`config.mk`:
```
export PLATFORM = sky130hd
export DESIGN_NAME = box_collision_crush_check_top
export DESIGN_NICKNAME = d
export VERILOG_FILES = /design/src/bcc_pkg.sv /design/src/bcc_step.sv /design/src/box_collision_crush_check_top.sv
export SDC_FILE = /design/constraint.sdc
export NUM_CORES = 2
export LEC_CHECK = 0
export ABC_AREA = 1
export BUFFER_PORTS_ARGS = -buffer_cell sky130_fd_sc_hd__buf_4
export CAP_MARGIN = 5
export CORE_ASPECT_RATIO = 1.1
export CORE_MARGIN = 2
export CORE_UTILIZATION = 40
export DETAILED_ROUTE_END_ITERATION = 8
export GPL_ROUTABILITY_DRIVEN = 1
export PLACE_DENSITY = 0.61
export SLEW_MARGIN = 15
export SYNTH_ARGS = -nofsm -noshare
export SYNTH_HDL_FRONTEND = slang
export SYNTH_SLANG_ARGS = --single-unit
```
`constraint.sdc`:
```
create_clock -name i_clk -period 12.1 [get_ports i_clk]
set_clock_uncertainty 0.1 [all_clocks]
set_input_delay 1.21 -clock i_clk [delete_from_list [all_inputs] [get_ports i_clk]]
set_output_delay 1.21 -clock i_clk [all_outputs]
set_load 0.01 [all_outputs]
```
`src/bcc_pkg.sv`:
```
// ----------------------------------------------------------------------------
// bcc_pkg: shared types and constants of the box collision and crush check
// Beat layouts, player state, hitbox registers, operation and side codes.
// ----------------------------------------------------------------------------
`timescale 1ns / 1ps

package bcc_pkg;

    // Width of the pixel arithmetic in the box test (covers all sums).
    localparam int C_PIX_W = 20;

    // Operation codes of an input beat.
    localparam logic [1:0] OP_LOAD   = 2'd0;
    localparam logic [1:0] OP_BOX    = 2'd1;
    localparam logic [1:0] OP_FINISH = 2'd2;

    // Configuration register indexes.
    localparam logic [1:0] CFG_HITBOX_LEFT   = 2'd0;
    localparam logic [1:0] CFG_HITBOX_TOP    = 2'd1;
    localparam logic [1:0] CFG_HITBOX_RIGHT  = 2'd2;
    localparam logic [1:0] CFG_HITBOX_BOTTOM = 2'd3;

    // Hitbox offsets after reset.
    localparam logic signed [7:0] C_RST_LEFT   = -8'sd10;
    localparam logic signed [7:0] C_RST_TOP    = -8'sd20;
    localparam logic signed [7:0] C_RST_RIGHT  = 8'sd10;
    localparam logic signed [7:0] C_RST_BOTTOM = 8'sd20;

    // Sticky flag bit positions.
    localparam int C_STICKY_GSPEED = 0;
    localparam int C_STICKY_UNLOCK = 1;
    localparam int C_STICKY_FLOOR  = 2;

    // Hit accumulator bit positions.
    localparam int C_HIT_LO = 0;   // left or top
    localparam int C_HIT_HI = 1;   // right or bottom

    typedef enum logic [2:0] {
        SIDE_NONE   = 3'd0,
        SIDE_TOP    = 3'd1,
        SIDE_LEFT   = 3'd2,
        SIDE_RIGHT  = 3'd3,
        SIDE_BOTTOM = 3'd4
    } t_side;

    typedef struct packed {
        logic [1:0]         operation;
        logic signed [31:0] player_pos_x;
        logic signed [31:0] player_pos_y;
        logic signed [31:0] player_speed_x;
        logic signed [31:0] player_speed_y;
        logic               player_grounded;
        logic signed [15:0] box_center_x;
        logic signed [15:0] box_center_y;
        logic [7:0]         box_width;
        logic [7:0]         box_height;
        logic               box_no_crush;
        logic               box_skipped;
    } t_in_beat;

    typedef struct packed {
        logic [2:0]         contact_side;
        logic signed [31:0] out_pos_x;
        logic signed [31:0] out_pos_y;
        logic signed [31:0] out_speed_y;
        logic               out_grounded;
        logic signed [31:0] out_ground_speed;
        logic               ground_speed_set;
        logic               control_unlocked;
        logic               floor_mode_set;
        logic               crushed;
    } t_out_beat;

    typedef struct packed {
        logic signed [7:0] left;
        logic signed [7:0] top;
        logic signed [7:0] right;
        logic signed [7:0] bottom;
    } t_hitbox;

    typedef struct packed {
        logic [31:0] pos_x;
        logic [31:0] pos_y;
        logic [31:0] speed_x;
        logic [31:0] speed_y;
        logic        grounded;
        logic [31:0] ground_speed;
        logic [2:0]  sticky;
        logic [1:0]  h_hits;
        logic [1:0]  v_hits;
    } t_state;

endpackage

```
`src/bcc_step.sv`:
```
// ----------------------------------------------------------------------------
// bcc_step: one beat of the player state update
// Box overlap tests, side choice, pushout, speed and flag update, crush verdict.
// ----------------------------------------------------------------------------
`timescale 1ns / 1ps

module bcc_step
    import bcc_pkg::*;
(
    input  t_in_beat i_beat,
    input  t_hitbox  i_hitbox,
    input  t_state   i_state,
    output t_state   o_state,
    output t_side    o_side,
    output logic     o_crushed
);

    logic signed [C_PIX_W-1:0] px, py, bx, by, hw, hh;
    logic signed [C_PIX_W-1:0] off_l, off_t, off_r, off_b;
    logic signed [C_PIX_W-1:0] nx_pix, ny_pix;
    logic                      y_span, x_span_t, x_span_b;
    logic                      h_hit, v_hit, pick_v;
    t_side                     side_h, side_v, side;
    logic [31:0]               nx, ny, dx, dy;
    logic signed [16:0]        cx, cy;
    logic [16:0]               abs_cx, abs_cy;
    logic                      land;

    // Extend positions, box geometry and offsets to the pixel width.
    assign px    = {{(C_PIX_W-16){i_state.pos_x[31]}}, i_state.pos_x[31:16]};
    assign py    = {{(C_PIX_W-16){i_state.pos_y[31]}}, i_state.pos_y[31:16]};
    assign bx    = {{(C_PIX_W-16){i_beat.box_center_x[15]}}, i_beat.box_center_x};
    assign by    = {{(C_PIX_W-16){i_beat.box_center_y[15]}}, i_beat.box_center_y};
    assign hw    = C_PIX_W'({i_beat.box_width, 3'b000}) + C_PIX_W'(8);
    assign hh    = C_PIX_W'({i_beat.box_height, 3'b000}) + C_PIX_W'(8);
    assign off_l = {{(C_PIX_W-8){i_hitbox.left[7]}}, i_hitbox.left};
    assign off_t = {{(C_PIX_W-8){i_hitbox.top[7]}}, i_hitbox.top};
    assign off_r = {{(C_PIX_W-8){i_hitbox.right[7]}}, i_hitbox.right};
    assign off_b = {{(C_PIX_W-8){i_hitbox.bottom[7]}}, i_hitbox.bottom};

    // Overlap of the spans across each axis.
    assign y_span   = (by - hh < py + off_b - 1) && (by + hh > py + off_t + 1);
    assign x_span_t = (bx - hw < px + off_r - 1) && (bx + hw > px + off_l + 1);
    assign x_span_b = (bx - hw < px + off_r - 1) && (px + off_l + 1 < bx + hw);

    // Horizontal test: left half pushes left, right half pushes right.
    always_comb begin
        side_h = SIDE_NONE;
        nx_pix = bx - hw - off_r;
        if (px <= bx) begin
            if ((px + off_r >= bx - hw) && y_span) begin
                side_h = SIDE_LEFT;
            end
        end else begin
            nx_pix = bx + hw - off_l;
            if ((px + off_l < bx + hw) && y_span) begin
                side_h = SIDE_RIGHT;
            end
        end
    end

    // Vertical test: upper half lands on top, lower half bumps the bottom.
    always_comb begin
        side_v = SIDE_NONE;
        ny_pix = by - hh - off_b;
        if (py < by) begin
            if ((py + off_b >= by - hh) && x_span_t) begin
                side_v = SIDE_TOP;
            end
        end else begin
            ny_pix = by + hh - off_t;
            if ((py + off_t < by + hh) && x_span_b) begin
                side_v = SIDE_BOTTOM;
            end
        end
    end

    assign h_hit = (side_h != SIDE_NONE);
    assign v_hit = (side_v != SIDE_NONE);
    assign nx    = h_hit ? {nx_pix[15:0], 16'h0000} : i_state.pos_x;
    assign ny    = v_hit ? {ny_pix[15:0], 16'h0000} : i_state.pos_y;

    // Penetration depths in whole pixels; compare magnitudes.
    assign dx     = nx - i_state.pos_x;
    assign dy     = ny - i_state.pos_y;
    assign cx     = {dx[31], dx[31:16]};
    assign cy     = {dy[31], dy[31:16]};
    assign abs_cx = cx[16] ? 17'(-cx) : 17'(cx);
    assign abs_cy = cy[16] ? 17'(-cy) : 17'(cy);

    // Pick the side: smaller penetration wins, ties and lone vertical go vertical.
    assign pick_v = ((abs_cx >= abs_cy) && (v_hit || !h_hit)) || (!h_hit && v_hit);
    assign side   = pick_v ? side_v : side_h;
    assign land   = !i_state.grounded && !i_state.speed_y[31];

    // Apply the operation to the state.
    always_comb begin
        o_state   = i_state;
        o_side    = SIDE_NONE;
        o_crushed = 1'b0;
        unique case (i_beat.operation)
            OP_LOAD: begin
                o_state.pos_x        = i_beat.player_pos_x;
                o_state.pos_y        = i_beat.player_pos_y;
                o_state.speed_x      = i_beat.player_speed_x;
                o_state.speed_y      = i_beat.player_speed_y;
                o_state.grounded     = i_beat.player_grounded;
                o_state.ground_speed = '0;
                o_state.sticky       = '0;
                o_state.h_hits       = '0;
                o_state.v_hits       = '0;
            end
            OP_BOX: begin
                if (!i_beat.box_skipped) begin
                    o_side = side;
                    case (side)
                        SIDE_TOP: begin
                            o_state.pos_y = ny;
                            if (!i_state.speed_y[31]) begin
                                o_state.speed_y = '0;
                            end
                            if (land) begin
                                o_state.ground_speed            = i_state.speed_x;
                                o_state.grounded                = 1'b1;
                                o_state.sticky[C_STICKY_GSPEED] = 1'b1;
                            end
                            o_state.sticky[C_STICKY_UNLOCK] = 1'b1;
                            o_state.sticky[C_STICKY_FLOOR]  = 1'b1;
                            if (!i_beat.box_no_crush) begin
                                o_state.v_hits[C_HIT_LO] = 1'b1;
                            end
                        end
                        SIDE_LEFT, SIDE_RIGHT: begin
                            o_state.pos_x                   = nx;
                            o_state.sticky[C_STICKY_UNLOCK] = 1'b1;
                            if (!i_beat.box_no_crush) begin
                                if (side == SIDE_LEFT) begin
                                    o_state.h_hits[C_HIT_LO] = 1'b1;
                                end else begin
                                    o_state.h_hits[C_HIT_HI] = 1'b1;
                                end
                            end
                        end
                        SIDE_BOTTOM: begin
                            o_state.pos_y = ny;
                            if (i_state.speed_y[31]) begin
                                o_state.speed_y = '0;
                            end
                            if (!i_beat.box_no_crush) begin
                                o_state.v_hits[C_HIT_HI] = 1'b1;
                            end
                        end
                        default: begin
                        end
                    endcase
                end
            end
            OP_FINISH: begin
                o_crushed = (&i_state.h_hits) || (&i_state.v_hits);
            end
            default: begin
            end
        endcase
    end

endmodule

```
`src/box_collision_crush_check_top.sv`:
```
// ----------------------------------------------------------------------------
// box_collision_crush_check_top: player against solid box collision
// Pushes a loaded player out of boxes and reports crushes per frame.
// ----------------------------------------------------------------------------
// Usage:
//   The input channel (i_in_valid / o_in_stall / i_in_beat) carries one beat
//   per operation: load player, test one box, or finish the frame. Every
//   input beat yields exactly one result beat on the output channel
//   (o_out_valid / i_out_stall / o_out_beat) with the player state after it.
//   The beat sits in the input register, and the box test runs between that
//   register and the result register, which loads when it is free.
//   Throughput is one beat per cycle while the receiver does not stall; the
//   state update (player position, speeds, flags) is a loop from the state
//   register back to itself, which allows this rate.
//   Hitbox offsets are written through i_cfg_wr_en / i_cfg_index / i_cfg_data
//   by the user only while no beat is in flight; the block does not enforce it.
//   Reset loads the default hitbox, clears the player state and empties
//   both registers. When the receiver stalls, the result register holds,
//   the input register still fills, and o_in_stall rises once both are full.
// ----------------------------------------------------------------------------
`timescale 1ns / 1ps

module box_collision_crush_check_top
    import bcc_pkg::*;
(
    input  logic      i_clk,
    input  logic      i_rst_n,
    input  logic      i_cfg_wr_en,
    input  logic [1:0] i_cfg_index,
    input  logic [7:0] i_cfg_data,
    input  logic      i_in_valid,
    output logic      o_in_stall,
    input  t_in_beat  i_in_beat,
    output logic      o_out_valid,
    input  logic      i_out_stall,
    output t_out_beat o_out_beat
);

    t_hitbox   r_hitbox;
    t_state    r_state;
    t_state    n_state;
    t_in_beat  r_in_beat;
    logic      r_in_valid;
    t_out_beat r_out_beat;
    t_out_beat n_out_beat;
    logic      r_out_valid;
    t_side     step_side;
    logic      step_crushed;
    logic      out_free;
    logic      advance;

    // Handshake: the result register frees up when empty or taken.
    assign out_free    = !r_out_valid || !i_out_stall;
    assign advance     = r_in_valid && out_free;
    assign o_in_stall  = r_in_valid && !out_free;
    assign o_out_valid = r_out_valid;
    assign o_out_beat  = r_out_beat;

    bcc_step u_step (
        .i_beat    (r_in_beat),
        .i_hitbox  (r_hitbox),
        .i_state   (r_state),
        .o_state   (n_state),
        .o_side    (step_side),
        .o_crushed (step_crushed)
    );

    // Build the result beat from the updated state.
    always_comb begin
        n_out_beat.contact_side     = step_side;
        n_out_beat.out_pos_x        = n_state.pos_x;
        n_out_beat.out_pos_y        = n_state.pos_y;
        n_out_beat.out_speed_y      = n_state.speed_y;
        n_out_beat.out_grounded     = n_state.grounded;
        n_out_beat.out_ground_speed = n_state.ground_speed;
        n_out_beat.ground_speed_set = n_state.sticky[C_STICKY_GSPEED];
        n_out_beat.control_unlocked = n_state.sticky[C_STICKY_UNLOCK];
        n_out_beat.floor_mode_set   = n_state.sticky[C_STICKY_FLOOR];
        n_out_beat.crushed          = step_crushed;
    end

    // Write hitbox registers.
    always_ff @(posedge i_clk) begin
        if (!i_rst_n) begin
            r_hitbox.left   <= C_RST_LEFT;
            r_hitbox.top    <= C_RST_TOP;
            r_hitbox.right  <= C_RST_RIGHT;
            r_hitbox.bottom <= C_RST_BOTTOM;
        end else if (i_cfg_wr_en) begin
            unique case (i_cfg_index)
                CFG_HITBOX_LEFT:   r_hitbox.left   <= i_cfg_data;
                CFG_HITBOX_TOP:    r_hitbox.top    <= i_cfg_data;
                CFG_HITBOX_RIGHT:  r_hitbox.right  <= i_cfg_data;
                CFG_HITBOX_BOTTOM: r_hitbox.bottom <= i_cfg_data;
                default: begin
                end
            endcase
        end
    end

    // Advance the input register, the player state and the result register.
    always_ff @(posedge i_clk) begin
        if (!i_rst_n) begin
            r_in_valid  <= 1'b0;
            r_out_valid <= 1'b0;
            r_state     <= '0;
        end else begin
            if (!r_in_valid || advance) begin
                r_in_valid <= i_in_valid;
            end
            if (advance) begin
                r_state     <= n_state;
                r_out_valid <= 1'b1;
            end else if (out_free) begin
                r_out_valid <= 1'b0;
            end
        end
    end

    // Hold payloads; no reset needed.
    always_ff @(posedge i_clk) begin
        if (i_in_valid && !o_in_stall) begin
            r_in_beat <= i_in_beat;
        end
        if (advance) begin
            r_out_beat <= n_out_beat;
        end
    end

endmodule
```
Word level (Yosys, flattened, before mapping) --
Cells that the tools add are included.
Storage, ports and cells: bits in registers 519, latch bits 0, memory bits (writable) 0, ROM bits 0, input port bits 196, output and inout port bits 138, logic and storage cells 181, memories kept 0
Cells by class: add/sub/neg operators 30, $mul 0, div/mod/pow operators 0, order comparisons 12, equality and inequality tests 16, shifts and indexed selects 0, mux-type cells 36, bitwise operators 1, reduce and logical (&&, ||, !) cells 47
Operator list (number):
- 32-bit 2-to-1 mux | 5
- 72-bit case mux with 2 select lines | 1
- 16-bit by 8-bit adder with 17-bit output | 8
- 64-bit case mux with 2 select lines | 1
- 32-bit < comparator | 3
- 72-bit 2-to-1 mux | 1
- 16-bit by 13-bit adder with 17-bit output | 4
- 16-bit by 13-bit subtractor with 17-bit output | 4
- 32-bit by 2-bit adder with 32-bit output, second input constant | 2
- 32-bit greater-than comparator | 2
- 64-bit 2-to-1 mux | 1
- 32-bit case mux with 2 select lines | 1
- 16-bit by 8-bit subtractor with 16-bit output | 4
- 32-bit by 2-bit subtractor with 32-bit output, second input constant | 2
- 32-bit subtractor | 2
- 17-bit >= comparator | 3
- 17-bit < comparator | 2
- 17-bit 2-to-1 mux | 2
- 34-bit 2-to-1 mux | 1
- 16-bit negation with 17-bit output | 2
- 33-bit 2-to-1 mux | 1
- 16-bit 2-to-1 mux | 2
- 31-bit 2-to-1 mux | 1
- 11-bit by 4-bit adder with 12-bit output, second input constant | 2
- other kinds (24) | 85

Longest topological paths before layout --
depth in word-level cells 22, depth in mapped cells 80, gate-level depth less buffers 78

Cells and area by module --
A second synthesis with hierarchy kept.
Second synthesis, totals: cells, all modules 5361, area total of the unflattened synthesis 40521.4 µm²
By module, submodules not included:
- bcc_step | instances 1, cells each 3914, area an instance 22346.4 µm², seq. area each 0.0 µm²
- box_collision_crush_check_top | instances 1, cells each 1447, area an instance 18174.9 µm², seq. area each 13563.0 µm²

Least setup slack after synthesis --
No wires, ideal clock.
path kind register to register, start point register r_state[120] in the netlist's numbering, end point register r_state[5] in the netlist's numbering, library setup time 0.322 ns, arrival 8.837 ns, required time 11.678 ns, setup slack 2.841 ns, cell stages (with the launch flop) 64, buffers on the path 4, cell sequence dfxtp_1 -> ha_1 -> inv_1 -> fa_1 -> o21ai_0 -> a21oi_1 -> o21bai_1 -> nand2_1 -> nand2_1 -> a21oi_1 -> o21ai_0 -> a21oi_1 -> o21bai_1 -> nand3_1 -> nand2_1 -> xor2_1 -> nor2_1 -> nand4_1 -> [28 not listed] -> inv_1 -> ha_1 -> inv_1 -> nor4_1 -> o21ai_0 -> a21oi_1 -> a211oi_1 -> nor4_1 -> nor3_1 -> nand2_1 -> nand2_1 -> nand2_2 -> inv_4 -> buf_4 -> o2111ai_1 -> nand2_1 -> nand2_1 -> a21oi_1
Between the ends: cells in the longest elaborated chain, start to end 21, elaborated cells on any way between the ends 47
Ends and longest elaborated chain:
- start: declaration | line box_collision_crush_check_top.sv:40 | t_state r_state;
- start signal: assignment | line box_collision_crush_check_top.sv:112 | r_state <= n_state;
- 16-bit by 8-bit adder with 17-bit output (on tied branches) | line bcc_step.sv:42, bcc_step.sv:67, bcc_step.sv:72
- 32-bit by 2-bit subtractor with 32-bit output or 32-bit by 2-bit adder with 32-bit output (tied branches) | line bcc_step.sv:42 | assign y_span = (by - hh < py + off_b - 1) && (by + hh > py + off_t + 1);
- 32-bit < comparator or 32-bit greater-than comparator (tied branches) | line bcc_step.sv:42
- 1-bit logical AND | line bcc_step.sv:42
- 1-bit logical AND (on tied branches) | line bcc_step.sv:56, bcc_step.sv:51
- 2-bit 2-to-1 mux (on tied branches) | line bcc_step.sv:56, bcc_step.sv:51
- 3-bit 2-to-1 mux | line bcc_step.sv:50 | if (px <= bx) begin
- 3-bit nonzero test | line bcc_step.sv:78 | assign h_hit = (side_h != SIDE_NONE);
- [5 not listed]
- 1-bit logical AND | line bcc_step.sv:92 | assign pick_v = ((abs_cx >= abs_cy) && (v_hit || !h_hit)) || (!h_hit && v_hit);
- 1-bit logical OR | line bcc_step.sv:92
- 3-bit 2-to-1 mux (*) | line bcc_step.sv:93 | assign side = pick_v ? side_v : side_h;
- 3-bit by 2-bit == test with 1-bit output or 3-bit by 1-bit == test with 1-bit output (tied branches) | line bcc_step.sv:116 | case (side)
- 3-bit OR reduction (no source line) (*)
- 1-bit 2-to-1 mux (*) | line bcc_step.sv:116
- 72-bit 2-to-1 mux (*) | line bcc_step.sv:114 | if (!i_beat.box_skipped) begin
- 72-bit case mux with 2 select lines (*) | line bcc_step.sv:101 | unique case (i_beat.operation)
Every way passes the cells marked *; elsewhere a longest branch is shown, timed or not. The select of a mux whose other input is x is not followed. A chain may end at the register's enable or synchronous reset.

==> flow_metrics.tcl <==
set metrics [dict create \
    status "finished, final reports clean" \
    r2r_cells 60 \
    die_w_um 301 \
    rrSetupSlack_ns 1.10 \
    clkTransAtPathRegs_ns 0.06 \
    synthCells 5150 \
    synthTopCellsByArea "edfxtp_1 24%, ha_1 14%, dfxtp_1 10%" \
    hold_viol_final 0 \
    critPathBufInv 10 \
    first_pass_iters 5 \
    crit_path_top_delay_cell "a21oi_1" \
    period_needed_ns 11.00 \
    grt_pass1_wl_um 190000 \
    arrival_ns 11.43 \
    fin_cells 6787 \
    slowest_delay_ns 0.43 \
    cp_common_cell "nand2_1" \
    via_count 35500 \
    die_h_um 331 \
    tightest_slew_ns 1.10 \
    syn_area_per_cell_um2 7.55 \
    drive_above_1_share 0.110 \
    io_buffers 333 \
    synth_seq_area_share 0.349 \
    grt_max_degree 178 \
    syn-num-nets 5786 \
    cp_top_family "compound AO/OA/AOI/OAI gates" \
    yosysWarnings 0 \
    coreArea_mm2 0.0960 \
    syn2layout_area_growth_pct 15.7 \
    fin_tns_setup_ns 0 \
    clockBufferDepth 3 \
    grt.overflow.total 0 \
    final_common_cell "nand2_1" \
    cp-end-kind "flip-flop" \
    htree_levels 2 \
    cts_made_buffers 58 \
    routed_wl_um 123000 \
    finalSetupViolCount 0 \
    cp_max_fo 35 \
    hpwl_um 93600 \
    path_class "flip-flop to flip-flop" \
    clock.fmax_mhz 90.9 \
    ys_async_sr_fraction 0 \
    yosys.area_share.adder 0.144 \
    timing.rr.end "r_state[130]$_SDFFE_PN0P_" \
    ys_seq_elements 519 \
    setup.worst_path.start "r_in_beat[10]$_DFFE_PP_" \
    initial_core_util 0.405 \
    vias_per_cell 5.23 \
    ys_types 64 \
    grt_pass1_vias 34000 \
    postCtsHoldBufs 0 \
    maxCapViolations 0 \
    synth_top_family_by_area "simple AND/OR/NAND/NOR gates" \
    worstPathRequired_ns 12.53 \
    rows 119 \
    min_path_cells 2 \
    ir_worst_vdd_v 0.000200 \
    synth_area_mm2 0.0389 \
    antenna_left 0 \
    grt_use_total 0.242 \
    dp_cells 6669 \
    antenna_found_initial 8 \
    drtIter0Drc 2269 \
    synth.top_cell.area_share 0.245 \
    cts_tree "yes" \
    maxSlewHeadroom 0.267 \
    post_synth_xor_area_fraction 0.0378 \
    num-nets-final 6100 \
    synth_edf_count 317 \
    leakage_nw 21.9 \
    utilization 0.468 \
    yosys.area_share.simple 0.216 \
    hp-class "flip-flop to flip-flop" \
    clkLatencyLatePin_ns 0.67 \
    path_depth 60 \
    slew_violations 0 \
    p_per_area_mw_per_mm2 183 \
    synth_top_area_cell "edfxtp_1" \
    layout_common_cells "1032 x nand2_1, 783 x inv_1, 442 x a21oi_1" \
    ioPinCount 334 \
    hold_slack_ns 0.359 \
    dieArea_mm2 0.0997 \
    drc 0 \
    critPathCapture "r_state[130]$_SDFFE_PN0P_" \
    wl_per_cell_um 18.2 \
    synth_compound_area_frac 0.160 \
    startpoint_type "flip-flop" \
    synth.area.mux_share 0 \
    gp_congestion 0.950 \
    clockRootBuffer "clkbuf_16" \
    cts.sinks 519 \
    timing.final.crit_share 0.909 \
    reg2reg_from "r_in_beat[10]$_DFFE_PP_" \
    ys.flop_type "edfxtp_1" \
]
[worst min-delay path by stage]
stage	start	end	slack [ns]
6_report	r_state[95]$_SDFFE_PN0P_	r_state[95]$_SDFFE_PN0P_	0.36
5_1_grt	r_state[80]$_SDFFE_PN0P_	r_state[80]$_SDFFE_PN0P_	0.37
4_1_cts	r_state[80]$_SDFFE_PN0P_	r_state[80]$_SDFFE_PN0P_	0.36
3_5_place_dp	r_state[101]$_SDFFE_PN0P_	r_state[101]$_SDFFE_PN0P_	0.35
3_3_place_gp	r_state[95]$_SDFFE_PN0P_	r_state[95]$_SDFFE_PN0P_	0.34
2_1_floorplan	r_state[101]$_SDFFE_PN0P_	r_state[101]$_SDFFE_PN0P_	0.33
[per-layer routing]
layer	share of wire	track usage	routed length [µm]	vias to the layer above
li1	-	-	-	17900
met1	0.44	0.311	53800	16600
met2	0.48	0.416	58800	810
met3	0.064	0.0470	7840	169
met4	0.023	0.0610	2810	12
met5	0.00065	0	80	-
[logic make-up after synthesis]
logic type | count (synthesis)
compound gates | 1097
simple gates | 1980
other cells | 2
flops | 519
xor+xnor | 165
buf+inv | 947
fa+ha+maj | 440
[timing repair]
| action | CTS | global route |
|---|---|---|
| endpoints found under the hold margin | 0 | 0 |
| setup endpoints to repair | 0 | 265 |
| resized for setup | 0 | 12 |
| buffers inserted | 0 | 5 |
[through the flow]
stage / total power, mW / instance area, µm² / setup WS, ns
after floorplan: 5.26 / 38900 / 2.84
after global placement: 6.28 / 42800 / 0.941
after detailed placement: 6.33 / 42800 / 0.634
after CTS: 8.26 / 44900 / 0.595
after global routing: 8.98 / 45000 / -0.00867
final: 8.24 / 45000 / 1.10
[registers in the layout, indices dropped and copies added (netlist names)]
name,count
r_in_valid,1
r_state,168
r_hitbox,32
o_out_beat,136
o_out_valid,1
r_in_beat,181
[synth_stat cells (all sizes together) (5+ instances only)]
cell type	instances
clkbuf	100
nor2	439
a31oi	19
nand3	299
edfxtp	317
nand2	1069
a211oi	13
o21a	19
fa	12
a21boi	5
nand4	49
or2	17
nor4	21
buf	37
a21o	10
o211ai	44
a221oi	6
a21oi	451
dfxtp	202
inv	806
o21bai	26
o221ai	14
a22oi	86
xnor2	31
nor3	60
ha	428
xor2	134
o21ai	386
nand3b	15
[power breakdown]
part           total, mW  switching [mW]  leakage (nW)  internal, mW
logic               4.28            2.76          16.1          1.52
registers           2.06          0.0728          4.73          1.99
clock network       1.90           0.793         0.997          1.10
[cell type report]
type	instances	area, µm²
Timing Repair Buffer	391	2960
Multi-Input combinational cell	3684	21800
Antenna cell	3	7.51
Inverter	810	3060
Clock buffer	73	1610
Sequential cell	519	13600
Tap cell	1270	1590
Fill cell	9592	51000
Clock inverter	37	445
[worst reg2reg max path, delay by kind of cell (launching register included)]
kind	cells	cell delay [ns]
compound gates	19	3.84
xor+xnor	2	0.58
fa+ha+maj	5	1.61
buf+inv	10	1.05
flops	1	0.42
simple gates	24	3.29
(Power assumes the default switching activity.)
